### config.mk
export PLATFORM = sky130hd
export DESIGN_NAME = calendar_clock_seconds_adder
export DESIGN_NICKNAME = d
export VERILOG_FILES = /design/src/rtl/ccsa_pkg.sv /design/src/rtl/ccsa_div_unit.sv /design/src/rtl/ccsa_date_unit.sv /design/src/rtl/calendar_clock_seconds_adder.sv
export SDC_FILE = /design/constraint.sdc
export NUM_CORES = 1
export LEC_CHECK = 0
export ABC_AREA = 1
export BUFFER_PORTS_ARGS = -buffer_cell sky130_fd_sc_hd__buf_4
export CAP_MARGIN = 5
export CORE_MARGIN = 2
export CORE_UTILIZATION = 60
export DETAILED_ROUTE_END_ITERATION = 8
export PLACE_DENSITY = 0.77
export SYNTH_ARGS = -nofsm -noshare
export SYNTH_HDL_FRONTEND = slang
export SYNTH_SLANG_ARGS = --single-unit
### constraint.sdc
create_clock -name clock -period 8.01 [get_ports clock]
set_clock_uncertainty 0.2 [all_clocks]
set_input_delay 0.4005 -clock clock [delete_from_list [all_inputs] [get_ports clock]]
set_output_delay 0.4005 -clock clock [all_outputs]
set_load 0.02 [all_outputs]
### src/rtl/ccsa_pkg.sv
`default_nettype none

package ccsa_pkg;

   localparam int YearW   = 14;
   localparam int MonthW  = 4;
   localparam int DayW    = 5;
   localparam int HourW   = 5;
   localparam int MinuteW = 6;
   localparam int SecondW = 6;
   localparam int CountW  = 32;

   // day accumulator during the month walk: 31 + (2^32 + 59) / 86400 < 2^16
   localparam int DayAccW = 16;

   // dividend of the shared divider: a 32-bit count plus a field below 60
   localparam int DivW    = CountW + 1;
   localparam int DvsrW   = 6;

   localparam logic [1:0] OP_SET_DATE    = 2'd0;
   localparam logic [1:0] OP_SET_TIME    = 2'd1;
   localparam logic [1:0] OP_ADD_SECONDS = 2'd2;
   localparam logic [1:0] OP_READ        = 2'd3;

   localparam logic [YearW-1:0]   YearMax   = 14'd9999;
   localparam logic [MonthW-1:0]  MonthMax  = 4'd12;
   localparam logic [DayW-1:0]    DayMax    = 5'd31;
   localparam logic [HourW-1:0]   HourMax   = 5'd23;
   localparam logic [MinuteW-1:0] MinuteMax = 6'd59;
   localparam logic [SecondW-1:0] SecondMax = 6'd59;

   localparam logic [DvsrW-1:0] DvsrSixty = 6'd60;
   localparam logic [DvsrW-1:0] DvsrDay   = 6'd24;

   typedef struct packed {
      logic [1:0]        op;
      logic [YearW-1:0]  val_a;
      logic [5:0]        val_b;
      logic [CountW-1:0] val_c;
   } ccsa_req_type;

   typedef struct packed {
      logic [YearW-1:0]   out_year;
      logic [MonthW-1:0]  out_month;
      logic [DayW-1:0]    out_day;
      logic [HourW-1:0]   out_hour;
      logic [MinuteW-1:0] out_minute;
      logic [SecondW-1:0] out_second;
      logic               year_wrapped;
   } ccsa_rsp_type;

   typedef struct packed {
      logic set_date;
      logic clr_wrap;
      logic walk_load;
      logic walk_step;
   } ccsa_date_ctrl_type;

   typedef enum logic [2:0] {
      ST_IDLE,
      ST_DIV_SEC,
      ST_DIV_MIN,
      ST_DIV_HOUR,
      ST_WALK,
      ST_DONE
   } ccsa_state_type;

   // y % 25 == 0 via reciprocal: floor(y * 5243 / 2^17) is exact for y < 43690
   function automatic logic is_leap(input logic [YearW-1:0] y);
      logic [26:0] prod;
      logic [9:0]  quot;
      logic [14:0] back;
      logic        div25;
      begin
         prod  = 27'(y) * 27'd5243;
         quot  = prod[26:17];
         back  = 15'(quot) * 15'd25;
         div25 = (back == {1'b0, y});
         is_leap = (y[1:0] == 2'd0) && (!div25 || (y[3:0] == 4'd0));
      end
   endfunction

   function automatic logic [DayW-1:0] month_days(input logic [MonthW-1:0] m,
                                                  input logic leap);
      logic [DayW-1:0] len;
      begin
         case (m)
            4'd1, 4'd3, 4'd5, 4'd7, 4'd8, 4'd10, 4'd12: len = 5'd31;
            4'd4, 4'd6, 4'd9, 4'd11:                   len = 5'd30;
            4'd2:                                      len = leap ? 5'd29 : 5'd28;
            default:                                   len = 5'd0;
         endcase
         month_days = len;
      end
   endfunction

endpackage

`default_nettype wire

### src/rtl/ccsa_div_unit.sv
`default_nettype none

// Division by 60 or 24 on one shared reciprocal multiplier with registered product and result.
// x / 60 = (x >> 2) / 15 and x / 24 = (x >> 3) / 3; the shifted-out bits rejoin the remainder.
module ccsa_div_unit (
   input  wire logic                          clock,
   input  wire logic                          reset,
   input  wire logic                          start,
   input  wire logic [ccsa_pkg::DivW-1:0]     dividend,
   input  wire logic [ccsa_pkg::DvsrW-1:0]    divisor,
   output logic                               done,
   output logic [ccsa_pkg::DivW-1:0]          quotient,
   output logic [ccsa_pkg::DvsrW-1:0]         remainder
);

   localparam int MulAW = 31;
   localparam int MulBW = 32;
   localparam int ProdW = MulAW + MulBW;

   // ceil(2^35 / 15) and ceil(2^33 / 3): exact for any 31-bit operand
   localparam logic [MulBW-1:0] RecipFifteen = 32'd2290649225;
   localparam logic [MulBW-1:0] RecipThree   = 32'd2863311531;

   logic [ccsa_pkg::DivW-1:0]  num_ff;
   logic                       by_day_ff;
   logic [ProdW-1:0]           prod_ff;
   logic [ccsa_pkg::DivW-1:0]  quo_ff, quo_in;
   logic [ccsa_pkg::DvsrW-1:0] rem_ff, rem_in;
   logic                       mul_pend_ff;
   logic                       prod_pend_ff;
   logic                       done_ff;

   logic [MulAW-1:0]           mul_a;
   logic [MulBW-1:0]           mul_b;
   logic [3:0]                 rem_fifteen;
   logic [1:0]                 rem_three;

   always_comb begin
      mul_a = by_day_ff ? {1'b0, num_ff[ccsa_pkg::DivW-1:3]} : num_ff[ccsa_pkg::DivW-1:2];
      mul_b = by_day_ff ? RecipThree : RecipFifteen;
   end

   // n - 15q == n + q mod 16 and n - 3q == n + q mod 4; both remainders fit those bits
   always_comb begin
      quo_in      = by_day_ff ? ccsa_pkg::DivW'(prod_ff[ProdW-1:33])
                              : ccsa_pkg::DivW'(prod_ff[ProdW-1:35]);
      rem_fifteen = num_ff[5:2] + quo_in[3:0];
      rem_three   = num_ff[4:3] + quo_in[1:0];
      rem_in      = by_day_ff ? {1'b0, rem_three, num_ff[2:0]} : {rem_fifteen, num_ff[1:0]};
   end

   always_ff @(posedge clock) begin
      if (reset) begin
         mul_pend_ff  <= 1'b0;
         prod_pend_ff <= 1'b0;
         done_ff      <= 1'b0;
      end else begin
         mul_pend_ff  <= start;
         prod_pend_ff <= mul_pend_ff;
         done_ff      <= prod_pend_ff;
      end
   end

   always_ff @(posedge clock) begin
      if (start) begin
         num_ff    <= dividend;
         by_day_ff <= (divisor == ccsa_pkg::DvsrDay);
      end
      if (mul_pend_ff) begin
         prod_ff <= ProdW'(mul_a) * ProdW'(mul_b);
      end
      if (prod_pend_ff) begin
         quo_ff <= quo_in;
         rem_ff <= rem_in;
      end
   end

   assign done      = done_ff;
   assign quotient  = quo_ff;
   assign remainder = rem_ff;

endmodule

`default_nettype wire

### src/rtl/ccsa_date_unit.sv
`default_nettype none

// Date registers and the month-by-month walk that folds a day count into them.
module ccsa_date_unit (
   input  wire logic                             clock,
   input  wire logic                             reset,
   input  wire ccsa_pkg::ccsa_date_ctrl_type     ctrl,
   input  wire logic [ccsa_pkg::YearW-1:0]       set_year,
   input  wire logic [ccsa_pkg::MonthW-1:0]      set_month,
   input  wire logic [ccsa_pkg::DayW-1:0]        set_day,
   input  wire logic [ccsa_pkg::DayAccW-1:0]     add_days,
   output logic [ccsa_pkg::YearW-1:0]            year,
   output logic [ccsa_pkg::MonthW-1:0]           month,
   output logic [ccsa_pkg::DayW-1:0]             day,
   output logic                                  wrapped,
   output logic                                  settled
);

   logic [ccsa_pkg::YearW-1:0]   year_ff, year_in;
   logic [ccsa_pkg::MonthW-1:0]  month_ff, month_in;
   logic [ccsa_pkg::DayAccW-1:0] day_ff, day_in;
   logic                         wrap_ff, wrap_in;
   logic                         leap_ff;

   logic [ccsa_pkg::DayW-1:0]    len;
   logic                         fits;

   // leap flag is registered from the year; February never follows a year step at once
   always_comb begin
      len  = ccsa_pkg::month_days(month_ff, leap_ff);
      fits = (day_ff <= ccsa_pkg::DayAccW'(len));
   end

   always_comb begin
      year_in  = year_ff;
      month_in = month_ff;
      day_in   = day_ff;
      wrap_in  = wrap_ff;
      if (ctrl.clr_wrap) begin
         wrap_in = 1'b0;
      end
      if (ctrl.set_date) begin
         year_in  = set_year;
         month_in = set_month;
         day_in   = ccsa_pkg::DayAccW'(set_day);
      end else if (ctrl.walk_load) begin
         day_in = day_ff + add_days;
      end else if (ctrl.walk_step && !fits) begin
         day_in = day_ff - ccsa_pkg::DayAccW'(len);
         if (month_ff >= ccsa_pkg::MonthMax) begin
            month_in = 4'd1;
            if (year_ff >= ccsa_pkg::YearMax) begin
               year_in = '0;
               wrap_in = 1'b1;
            end else begin
               year_in = year_ff + 14'd1;
            end
         end else begin
            month_in = month_ff + 4'd1;
         end
      end
   end

   always_ff @(posedge clock) begin
      if (reset) begin
         year_ff  <= '0;
         month_ff <= '0;
         day_ff   <= '0;
         wrap_ff  <= 1'b0;
      end else begin
         year_ff  <= year_in;
         month_ff <= month_in;
         day_ff   <= day_in;
         wrap_ff  <= wrap_in;
      end
   end

   always_ff @(posedge clock) begin
      leap_ff <= ccsa_pkg::is_leap(year_ff);
   end

   assign year    = year_ff;
   assign month   = month_ff;
   assign day     = day_ff[ccsa_pkg::DayW-1:0];
   assign wrapped = wrap_ff;
   assign settled = fits;

endmodule

`default_nettype wire

### src/rtl/calendar_clock_seconds_adder.sv
`default_nettype none

// Channel        Direction  Handshake              Payload
// req_           in         req_valid/req_ready    ccsa_req_type (op, val_a, val_b, val_c)
// rsp_           out        rsp_valid/rsp_ready    ccsa_rsp_type (date, time, year_wrapped)
//
// Set date, set time and read: the sequencer goes to ST_DONE, which loads the result
// register once the output slot is free and then returns to idle for the next transaction.
// Add seconds: three divisions on the shared divider, by 60, 60 and 24, then a
// month-by-month walk of the date unit until the day fits; then ST_DONE loads the result.
// req_ready is high only while the sequencer is idle; one transaction at a time.
// A result waits in the output register while rsp_ready is low.
// Synchronous active-high reset clears date and time to zero.
module calendar_clock_seconds_adder (
   input  wire logic                   clock,
   input  wire logic                   reset,
   input  wire logic                   req_valid,
   output logic                        req_ready,
   input  wire ccsa_pkg::ccsa_req_type req_data,
   output logic                        rsp_valid,
   input  wire logic                   rsp_ready,
   output ccsa_pkg::ccsa_rsp_type      rsp_data
);

   ccsa_pkg::ccsa_state_type state_ff, state_in;

   logic [ccsa_pkg::HourW-1:0]   hour_ff, hour_in;
   logic [ccsa_pkg::MinuteW-1:0] minute_ff, minute_in;
   logic [ccsa_pkg::SecondW-1:0] second_ff, second_in;

   logic                         rsp_valid_ff, rsp_valid_in;
   ccsa_pkg::ccsa_rsp_type       rsp_data_ff;

   logic                         accept;
   logic                         is_add;
   logic                         slot_free;
   logic                         load_rsp;

   logic                         div_start;
   logic [ccsa_pkg::DivW-1:0]    div_dividend;
   logic [ccsa_pkg::DvsrW-1:0]   div_divisor;
   logic                         div_done;
   logic [ccsa_pkg::DivW-1:0]    div_quo;
   logic [ccsa_pkg::DvsrW-1:0]   div_rem;

   ccsa_pkg::ccsa_date_ctrl_type date_ctrl;
   logic [ccsa_pkg::YearW-1:0]   set_year;
   logic [ccsa_pkg::MonthW-1:0]  set_month;
   logic [ccsa_pkg::DayW-1:0]    set_day;
   logic [ccsa_pkg::YearW-1:0]   cur_year;
   logic [ccsa_pkg::MonthW-1:0]  cur_month;
   logic [ccsa_pkg::DayW-1:0]    cur_day;
   logic                         wrapped;
   logic                         settled;

   assign req_ready = (state_ff == ccsa_pkg::ST_IDLE);
   assign accept    = req_valid && req_ready;
   assign is_add    = (req_data.op == ccsa_pkg::OP_ADD_SECONDS);
   assign slot_free = !rsp_valid_ff || rsp_ready;

   // saturate set values to the field limits
   always_comb begin
      set_year  = (req_data.val_a > ccsa_pkg::YearMax) ? ccsa_pkg::YearMax : req_data.val_a;
      set_month = (req_data.val_b > 6'(ccsa_pkg::MonthMax)) ? ccsa_pkg::MonthMax
                                                           : req_data.val_b[3:0];
      set_day   = (req_data.val_c > 32'(ccsa_pkg::DayMax)) ? ccsa_pkg::DayMax
                                                          : req_data.val_c[4:0];
   end

   // next state
   always_comb begin
      state_in = state_ff;
      case (state_ff)
         ccsa_pkg::ST_IDLE: begin
            if (accept) begin
               state_in = is_add ? ccsa_pkg::ST_DIV_SEC : ccsa_pkg::ST_DONE;
            end
         end
         ccsa_pkg::ST_DIV_SEC: begin
            if (div_done) begin
               state_in = ccsa_pkg::ST_DIV_MIN;
            end
         end
         ccsa_pkg::ST_DIV_MIN: begin
            if (div_done) begin
               state_in = ccsa_pkg::ST_DIV_HOUR;
            end
         end
         ccsa_pkg::ST_DIV_HOUR: begin
            if (div_done) begin
               state_in = ccsa_pkg::ST_WALK;
            end
         end
         ccsa_pkg::ST_WALK: begin
            if (settled) begin
               state_in = ccsa_pkg::ST_DONE;
            end
         end
         ccsa_pkg::ST_DONE: begin
            if (slot_free) begin
               state_in = ccsa_pkg::ST_IDLE;
            end
         end
         default: state_in = ccsa_pkg::ST_IDLE;
      endcase
   end

   // outputs of the sequencer
   always_comb begin
      div_start    = 1'b0;
      div_dividend = {1'b0, req_data.val_c} + ccsa_pkg::DivW'(second_ff);
      div_divisor  = ccsa_pkg::DvsrSixty;
      date_ctrl    = '0;
      load_rsp     = 1'b0;
      hour_in      = hour_ff;
      minute_in    = minute_ff;
      second_in    = second_ff;
      case (state_ff)
         ccsa_pkg::ST_IDLE: begin
            date_ctrl.clr_wrap = accept;
            date_ctrl.set_date = accept && (req_data.op == ccsa_pkg::OP_SET_DATE);
            div_start          = accept && is_add;
            if (accept && (req_data.op == ccsa_pkg::OP_SET_TIME)) begin
               hour_in   = (req_data.val_a > 14'(ccsa_pkg::HourMax)) ? ccsa_pkg::HourMax
                                                                   : req_data.val_a[4:0];
               minute_in = (req_data.val_b > ccsa_pkg::MinuteMax) ? ccsa_pkg::MinuteMax
                                                                 : req_data.val_b;
               second_in = (req_data.val_c > 32'(ccsa_pkg::SecondMax)) ? ccsa_pkg::SecondMax
                                                                      : req_data.val_c[5:0];
            end
         end
         ccsa_pkg::ST_DIV_SEC: begin
            div_dividend = div_quo + ccsa_pkg::DivW'(minute_ff);
            div_start    = div_done;
            if (div_done) begin
               second_in = div_rem;
            end
         end
         ccsa_pkg::ST_DIV_MIN: begin
            div_dividend = div_quo + ccsa_pkg::DivW'(hour_ff);
            div_divisor  = ccsa_pkg::DvsrDay;
            div_start    = div_done;
            if (div_done) begin
               minute_in = div_rem;
            end
         end
         ccsa_pkg::ST_DIV_HOUR: begin
            date_ctrl.walk_load = div_done;
            if (div_done) begin
               hour_in = div_rem[ccsa_pkg::HourW-1:0];
            end
         end
         ccsa_pkg::ST_WALK: begin
            date_ctrl.walk_step = 1'b1;
         end
         ccsa_pkg::ST_DONE: begin
            load_rsp = slot_free;
         end
         default: begin
            load_rsp = 1'b0;
         end
      endcase
   end

   always_comb begin
      rsp_valid_in = rsp_valid_ff;
      if (load_rsp) begin
         rsp_valid_in = 1'b1;
      end else if (rsp_ready) begin
         rsp_valid_in = 1'b0;
      end
   end

   always_ff @(posedge clock) begin
      if (reset) begin
         state_ff     <= ccsa_pkg::ST_IDLE;
         hour_ff      <= '0;
         minute_ff    <= '0;
         second_ff    <= '0;
         rsp_valid_ff <= 1'b0;
      end else begin
         state_ff     <= state_in;
         hour_ff      <= hour_in;
         minute_ff    <= minute_in;
         second_ff    <= second_in;
         rsp_valid_ff <= rsp_valid_in;
      end
   end

   always_ff @(posedge clock) begin
      if (load_rsp) begin
         rsp_data_ff.out_year     <= cur_year;
         rsp_data_ff.out_month    <= cur_month;
         rsp_data_ff.out_day      <= cur_day;
         rsp_data_ff.out_hour     <= hour_ff;
         rsp_data_ff.out_minute   <= minute_ff;
         rsp_data_ff.out_second   <= second_ff;
         rsp_data_ff.year_wrapped <= wrapped;
      end
   end

   ccsa_div_unit u_div (
      .clock     (clock),
      .reset     (reset),
      .start     (div_start),
      .dividend  (div_dividend),
      .divisor   (div_divisor),
      .done      (div_done),
      .quotient  (div_quo),
      .remainder (div_rem)
   );

   ccsa_date_unit u_date (
      .clock     (clock),
      .reset     (reset),
      .ctrl      (date_ctrl),
      .set_year  (set_year),
      .set_month (set_month),
      .set_day   (set_day),
      .add_days  (div_quo[ccsa_pkg::DayAccW-1:0]),
      .year      (cur_year),
      .month     (cur_month),
      .day       (cur_day),
      .wrapped   (wrapped),
      .settled   (settled)
   );

   assign rsp_valid = rsp_valid_ff;
   assign rsp_data  = rsp_data_ff;

endmodule

`default_nettype wire
==> impl_results.rst, run 1 <==
.. list-table::
   :header-rows: 1

   * - Metric
     - Value
   * - Worst hold slack across all endpoints
     - roughly 12 ps
   * - Maximum number of pins on one net before global-route repair
     - 42
   * - Kind of end point of the critical path
     - flop
   * - Count of buffers from port buffering
     - 100
   * - Starting DRT DRC Count
     - 2,057
   * - Area enclosed by the die boundary
     - 53,400 µm²
   * - Unrepaired setup endpoints after global routing
     - true
   * - Number of failing setup endpoints in the final timing report
     - 0
   * - Layout filler cell count
     - 4,457
   * - Synthesized area per cell
     - 8.04 µm²
   * - Synthesis-to-layout area growth
     - 8.44%
   * - Most area-consuming cells after synthesis
     - fa_1 (21%), ha_1 (20%), edfxtp_1 (14%)
   * - CTS tree
     - yes
   * - Fraction of final layout cells sized beyond drive strength 1
     - roughly 6.5%
   * - Distinct cell type count of the synthesized netlist
     - 66
   * - Post-layout instance area
     - 33,500 µm²
   * - Post-synthesis sequential element count
     - 201
   * - Fraction of the cycle the final worst path needs
     - 96.9%
   * - Number of antenna violations at the first check in global routing
     - 2
   * - Count of warnings emitted by yosys
     - 0
   * - Insertion delay of the later-clocked pin in the worst-skew pair
     - 590 ps
   * - Number of vias per cell after detailed routing
     - 5.57
   * - Placeable core region
     - 51,100 µm²
   * - Global-route wire length before repair
     - between 100 and 150 mm
   * - Run status
     - completed
   * - Final HPWL from detailed placement
     - 78.3 mm
   * - Compound-cell area share of the yosys netlist
     - under 10%
   * - Via count of the first global-routing pass
     - 26,033
   * - Number of max-slew violations in the final report
     - 0
   * - Commonest non-fill, non-tap cell in the layout
     - inv_1
   * - Worst path arrival time
     - 7890 ps
   * - Area used by multi-input combinational logic
     - 22,100 µm²
   * - Yosys top cell by area
     - fa_1
   * - I/O Pins
     - 101
   * - CP Max Fanout
     - 12
   * - Maximum clock rate
     - roughly 0.13 GHz
   * - Post-synthesis share of cell area spent on and, or, nand and nor gates
     - 18.4%
   * - Standard-cell row count
     - 83
   * - Critical path buffers and inverters
     - 8
   * - Register area
     - around 5400 µm²
   * - Final hold viol count
     - 0
   * - Share of the synthesized netlist area taken by xor and xnor gates
     - 2.32%
   * - Sequential area share after synthesis
     - 17.6%
   * - CTS Buf Count
     - 25
   * - Data required time of the critical path
     - 8140 ps
   * - Starting density of the core
     - 60.5%
   * - Cell count of the worst hold path
     - 3
   * - Overall fraction of global-route tracks in use
     - between 30% and 40%
   * - Slowest stage delay, CP
     - 660 ps
   * - Worst R2R Setup Slack
     - about 250 ps
   * - Shortest clock period the worst path allows after layout
     - between 7000 and 8000 ps
   * - Area share of the largest cell type after synthesis
     - ~21%
   * - Chip Width
     - 231 µm
   * - Number of antenna-violating nets in the routed design
     - 0
   * - CP Launch Type
     - flop
   * - Cell Area, Placed
     - 32,600 µm²
   * - Clock net sink count
     - ~200
   * - Multiplexer area fraction after synthesis
     - 0.0364%
   * - Mapped Cells
     - 3,845
   * - Maxcap violations
     - 0
   * - Relative slew slack
     - 25.0%
   * - Launch point of the worst hold path
     - req_data[39]
   * - Worst Tran Pin Value
     - approximately 1100 ps
   * - Cell chosen for the clock root
     - clkbuf_16
   * - Clock transition at the registers of the reported paths
     - around 60 ps
   * - CP delay by family, top
     - adder cells
   * - Most frequent cells in the layout
     - inv_1 (849), nand2_1 (707), ha_1 (488)
   * - Global placement routability congestion
     - ~1.0
   * - DRC violation count after routing
     - 0
   * - Die Height
     - 231 µm
   * - Routed WL
     - 89.9 mm
   * - Global route total overflow
     - 0
   * - Worst Hold Class
     - primary input to flop
   * - Final net count
     - 4,855
   * - Main combinational cell family by area after synthesis
     - adder cells
   * - Fraction of registers with async set/reset
     - 0%
   * - Area share of fa/ha/maj cells after synthesis
     - 41.2%
   * - Number of enable flip-flop cells after synthesis
     - 141
   * - End point of the most critical hold path
     - hour_ff[1]
   * - Dominant synthesized flop cell
     - edfxtp_1
   * - Cell count along the critical path
     - 25
   * - H-tree level count
     - 1
   * - Maximum root-to-sink buffer count
     - 3
   * - Worst r2r path cells
     - 25
   * - Reg2reg start
     - u_div.by_day_ff
   * - CP Class
     - flop to flop
   * - Via Count
     - 26,037
   * - Endpoint of the worst register-to-register path
     - u_div.prod_ff[42]
   * - Detailed Routing Iterations Pass 1
     - 6
   * - Crit path max-delay cell type
     - fa_1
   * - Area of the mapped netlist
     - 30,900 µm²
   * - DR WL/cell
     - 19.2 µm
flip-flops by register name (all words and copies together), names as in the netlist, 3 cells and up:
register         flops
rsp_data            41
u_div.num_ff        33
u_div.prod_ff       30
u_div.quotient      30
u_date.day_ff       16
u_date.year         14
minute_ff            6
second_ff            6
u_div.remainder      6
hour_ff              5
u_date.month         4
state_ff             3
worst max-delay path by stage:
stage	start	end	slack, ps
5_1_grt	u_div.by_day_ff	u_div.prod_ff[42]	-20
6_report	u_div.by_day_ff	u_div.prod_ff[42]	250
3_3_place_gp	u_date.year[2]	u_date.leap_ff	310
4_1_cts	u_date.year[2]	u_date.leap_ff	220
3_5_place_dp	u_date.year[2]	u_date.leap_ff	250
2_1_floorplan	u_date.year[11]	u_date.leap_ff	740
per-stage QoR:
stage	setup slack (ps)	TNS, ps	cells	util [%]
after global placement	305	0	4620	63.8
after detailed placement	253	0	4620	63.8
after floorplan	738	0	3847	-
after global routing	-18.3	-48.1	4677	65.6
final	251	0	4677	65.6
after CTS	217	0	4675	65.5
cell families after synthesis:
kind of cell / count (synthesis)
AND/OR/NAND/NOR: 1320
buffers and inverters: 901
adder cells (fa/ha/maj): 819
AO/OA/AOI/OAI: 519
flip-flops: 201
XOR/XNOR: 82
other: 2
multiplexers: 1
cell usage after synthesis (10+ instances only):
cell      count
nor4_1       13
a21o_1       18
nor2_1      285
fa_1        331
inv_2        11
nand3_1     167
dfxtp_1      60
nand2_2      10
o22ai_1      12
clkbuf_1     19
a21oi_1     205
edfxtp_1    141
ha_1        488
o21ai_1      13
xnor2_1      22
o21ai_0     185
nor3_1       38
o21bai_1     20
xor2_1       60
nor2_2       11
inv_1       850
nand2_1     707
a31oi_1      19
buf_2        12
nand4_1      44
worst register-to-register path: stages, from the launching register on:
cell        delay, ps
edfxtp_1          470
clkinvlp_4        270
buf_4             240
a21oi_1           200
inv_1              90
ha_1              300
ha_1              200
inv_1              70
fa_1              580
inv_1             100
fa_1              660
inv_1             170
fa_1              560
inv_1              50
fa_1              480
fa_1              580
fa_1              430
ha_1              360
nand2_1           120
nor2_1            140
inv_1              70
nor2_1            240
nand3_1           140
o21ai_2           270
a21oi_1           130
xor2_1            390
layer usage:
metal / up-vias / global-route usage, % / wire length (µm)
met5: - / 0 / 0
met4: 0 / 18.8 / 5790
met3: 257 / 4.56 / 5420
met2: 946 / 58.1 / 42700
met1: 12281 / 42.7 / 36000
li1: 12553 / - / -
repair_timing:
item	CTS	global route
buffers inserted	0	1
resized for setup	0	13
hold buffers	10	0
setup endpoints to repair	0	6
hold endpoints to repair	11	0
final cells by class:
type / instances / share of cell area [%]
antenna: 1 / 0.00746
clock inverter: 14 / 0.358
sequential: 201 / 16.2
timing repair buffer: 142 / 3.29
clock buffer: 31 / 1.96
inverter: 863 / 9.69
multi-input combinational: 2745 / 65.9
tap: 680 / 2.54
Power of run 1 is left out: the tool's default activity adds up to more than one toggle a clock period on the data nets, which glitch-free logic cannot reach.
==> inputs of run 2 (changes only) <==
--- a/config.mk
+++ b/config.mk
@@ -12,6 +12,7 @@
 export CORE_UTILIZATION = 60
 export DETAILED_ROUTE_END_ITERATION = 8
 export PLACE_DENSITY = 0.77
+export REMOVE_ABC_BUFFERS = 1
 export SYNTH_ARGS = -nofsm -noshare
 export SYNTH_HDL_FRONTEND = slang
 export SYNTH_SLANG_ARGS = --single-unit
==> impl_results.rst, run 2 (synthesis results as in run 1) <==
.. list-table::
   :header-rows: 1

   * - Metric
     - Value
   * - Clock net sink count
     - around 200
   * - Cells after DPL
     - 4,619
   * - I/O Pins
     - 101
   * - Maximum number of pins on one net before global-route repair
     - 42
   * - Maxcap violations
     - 0
   * - CP Max Fanout
     - 8
   * - Cell chosen for the clock root
     - clkbuf_16
   * - Via count of the first global-routing pass
     - 26,011
   * - Die Height
     - 231 µm
   * - Number of antenna-violating nets in the routed design
     - 0
   * - Fraction of met3 tracks used by global routing
     - 4.76%
   * - Final hold viol count
     - 0
   * - Synthesis-to-layout area growth
     - 8.95%
   * - Chip Width
     - 231 µm
   * - Unrepaired setup endpoints after global routing
     - true
   * - Number of antenna violations at the first check in global routing
     - 1
   * - Detailed Routing Iterations Pass 1
     - 5
   * - Starting DRT DRC Count
     - 2,105
   * - Global route total overflow
     - 0
   * - CTS tree
     - yes
   * - Fraction of the cycle the final worst path needs
     - between 90 and 100%
   * - Slowest stage delay, CP
     - just under 600 ps
   * - Routed WL
     - around 90 mm
   * - Insertion delay of the later-clocked pin in the worst-skew pair
     - 560 ps
   * - Global placement routability congestion
     - 1.01
   * - Area enclosed by the die boundary
     - 53,400 µm²
   * - Count of buffers from port buffering
     - 100
   * - Worst Tran Pin Value
     - 1170 ps
   * - Crit path max-delay cell type
     - dfxtp_1
   * - Kind of end point of the critical path
     - flop
   * - Final net count
     - 4,860
   * - Relative slew slack
     - 21.9%
   * - CP Launch Type
     - flop
   * - Maximum root-to-sink buffer count
     - 3
   * - CP delay by family, top
     - adder cells
   * - Number of vias per cell after detailed routing
     - between 5 and 6
   * - Final std cells w/o fill
     - 4,681
   * - CTS Buf Count
     - 24
   * - Critical path buffers and inverters
     - 6
   * - Most frequent cells in the layout
     - inv_1 (849), nand2_1 (707), ha_1 (486)
   * - Placeable core region
     - 51,100 µm²
   * - Area used by multi-input combinational logic
     - 22,200 µm²
   * - Worst path arrival time
     - 7900 ps
   * - Standard-cell row count
     - 83
   * - Commonest non-fill, non-tap cell in the layout
     - inv_1
   * - Final HPWL from detailed placement
     - just under 80 mm
   * - Worst Hold Class
     - primary input to flop
   * - DRC violation count after routing
     - 0
   * - Layout filler cell count
     - 4,451
   * - Crit-path most repeated cell
     - nand2_1
   * - Run status
     - completed
   * - Shortest clock period the worst path allows after layout
     - 7670 ps
   * - Number of failing setup endpoints in the final timing report
     - 0
   * - Via Count
     - 26,223
   * - Number of max-slew violations in the final report
     - 0
   * - CP Class
     - flop to flop
   * - H-tree level count
     - 1
   * - Clock transition at the registers of the reported paths
     - 60 ps
   * - Busiest grt layer
     - met2
   * - Data required time of the critical path
     - 8240 ps
   * - Inserted Diodes
     - 0
   * - Overall fraction of global-route tracks in use
     - 34.0%
   * - Register area
     - 5440 µm²
   * - DR WL/cell
     - ~19 µm
   * - Global routing met1 resource utilization
     - 42.5%
   * - Global-route wire length before repair
     - 141 mm
   * - Met2 track demand over resource in global routing
     - 57.4%
   * - Starting density of the core
     - about three fifths
   * - Maximum clock rate
     - 0.130 GHz
   * - Fraction of final layout cells sized beyond drive strength 1
     - 6.85%
   * - Number of flip-flops under the largest register name
     - a little over 40
## run 2: metrics by stage
step                setup slack, ps  hold WS, ps  TNS, ps  utilization, %  area (µm²)
floorplan                      -578          200   -13640               -       30700
CTS                            14.0         5.35        0            65.6       33500
detailed placement            -62.3          207    -62.3            63.8       32600
finish                          341         30.4        0            65.9       33700
global placement              -80.0          201    -80.0            63.8       32600
global route                   -112         46.9     -112            65.9       33700
## run 2: final timing paths
| kind | from | endpoint | slack [ps] | depth (start not counted) |
|---|---|---|---|---|
| hold / removal | reset | u_date.wrapped | 30 | 2 |
| setup / recovery | u_date.year[2] | u_date.leap_ff | 340 | 35 |
| hold reg to reg | u_div.num_ff[0] | u_div.remainder[0] | 220 | 0 |
| setup reg to reg | u_date.year[2] | u_date.leap_ff | 340 | 35 |
## run 2: cell type report
cell class | count | area share, %
inverter | 863 | 9.65
tap | 680 | 2.53
timing repair buffer | 148 | 3.42
sequential | 201 | 16.2
multi-input combinational | 2745 | 65.8
clock buffer | 30 | 1.94
clock inverter | 14 | 0.494
## run 2: repair_timing
item | CTS | global route
hold buffers | 12 | 0
pin swaps | 1 | 3
setup buffers | 1 | 5
resized for setup | 3 | 23
endpoints found under the setup margin | 1 | 6
hold endpoints to repair | 14 | 0
## run 2: per-layer routing
metal  routed length [µm]  vias up
met3                 6180      262
met4                 5590        0
li1                     -    12561
met5                    0        -
met2                42900     1029
met1                35500    12371
Power of run 2 is left out for the same reason.
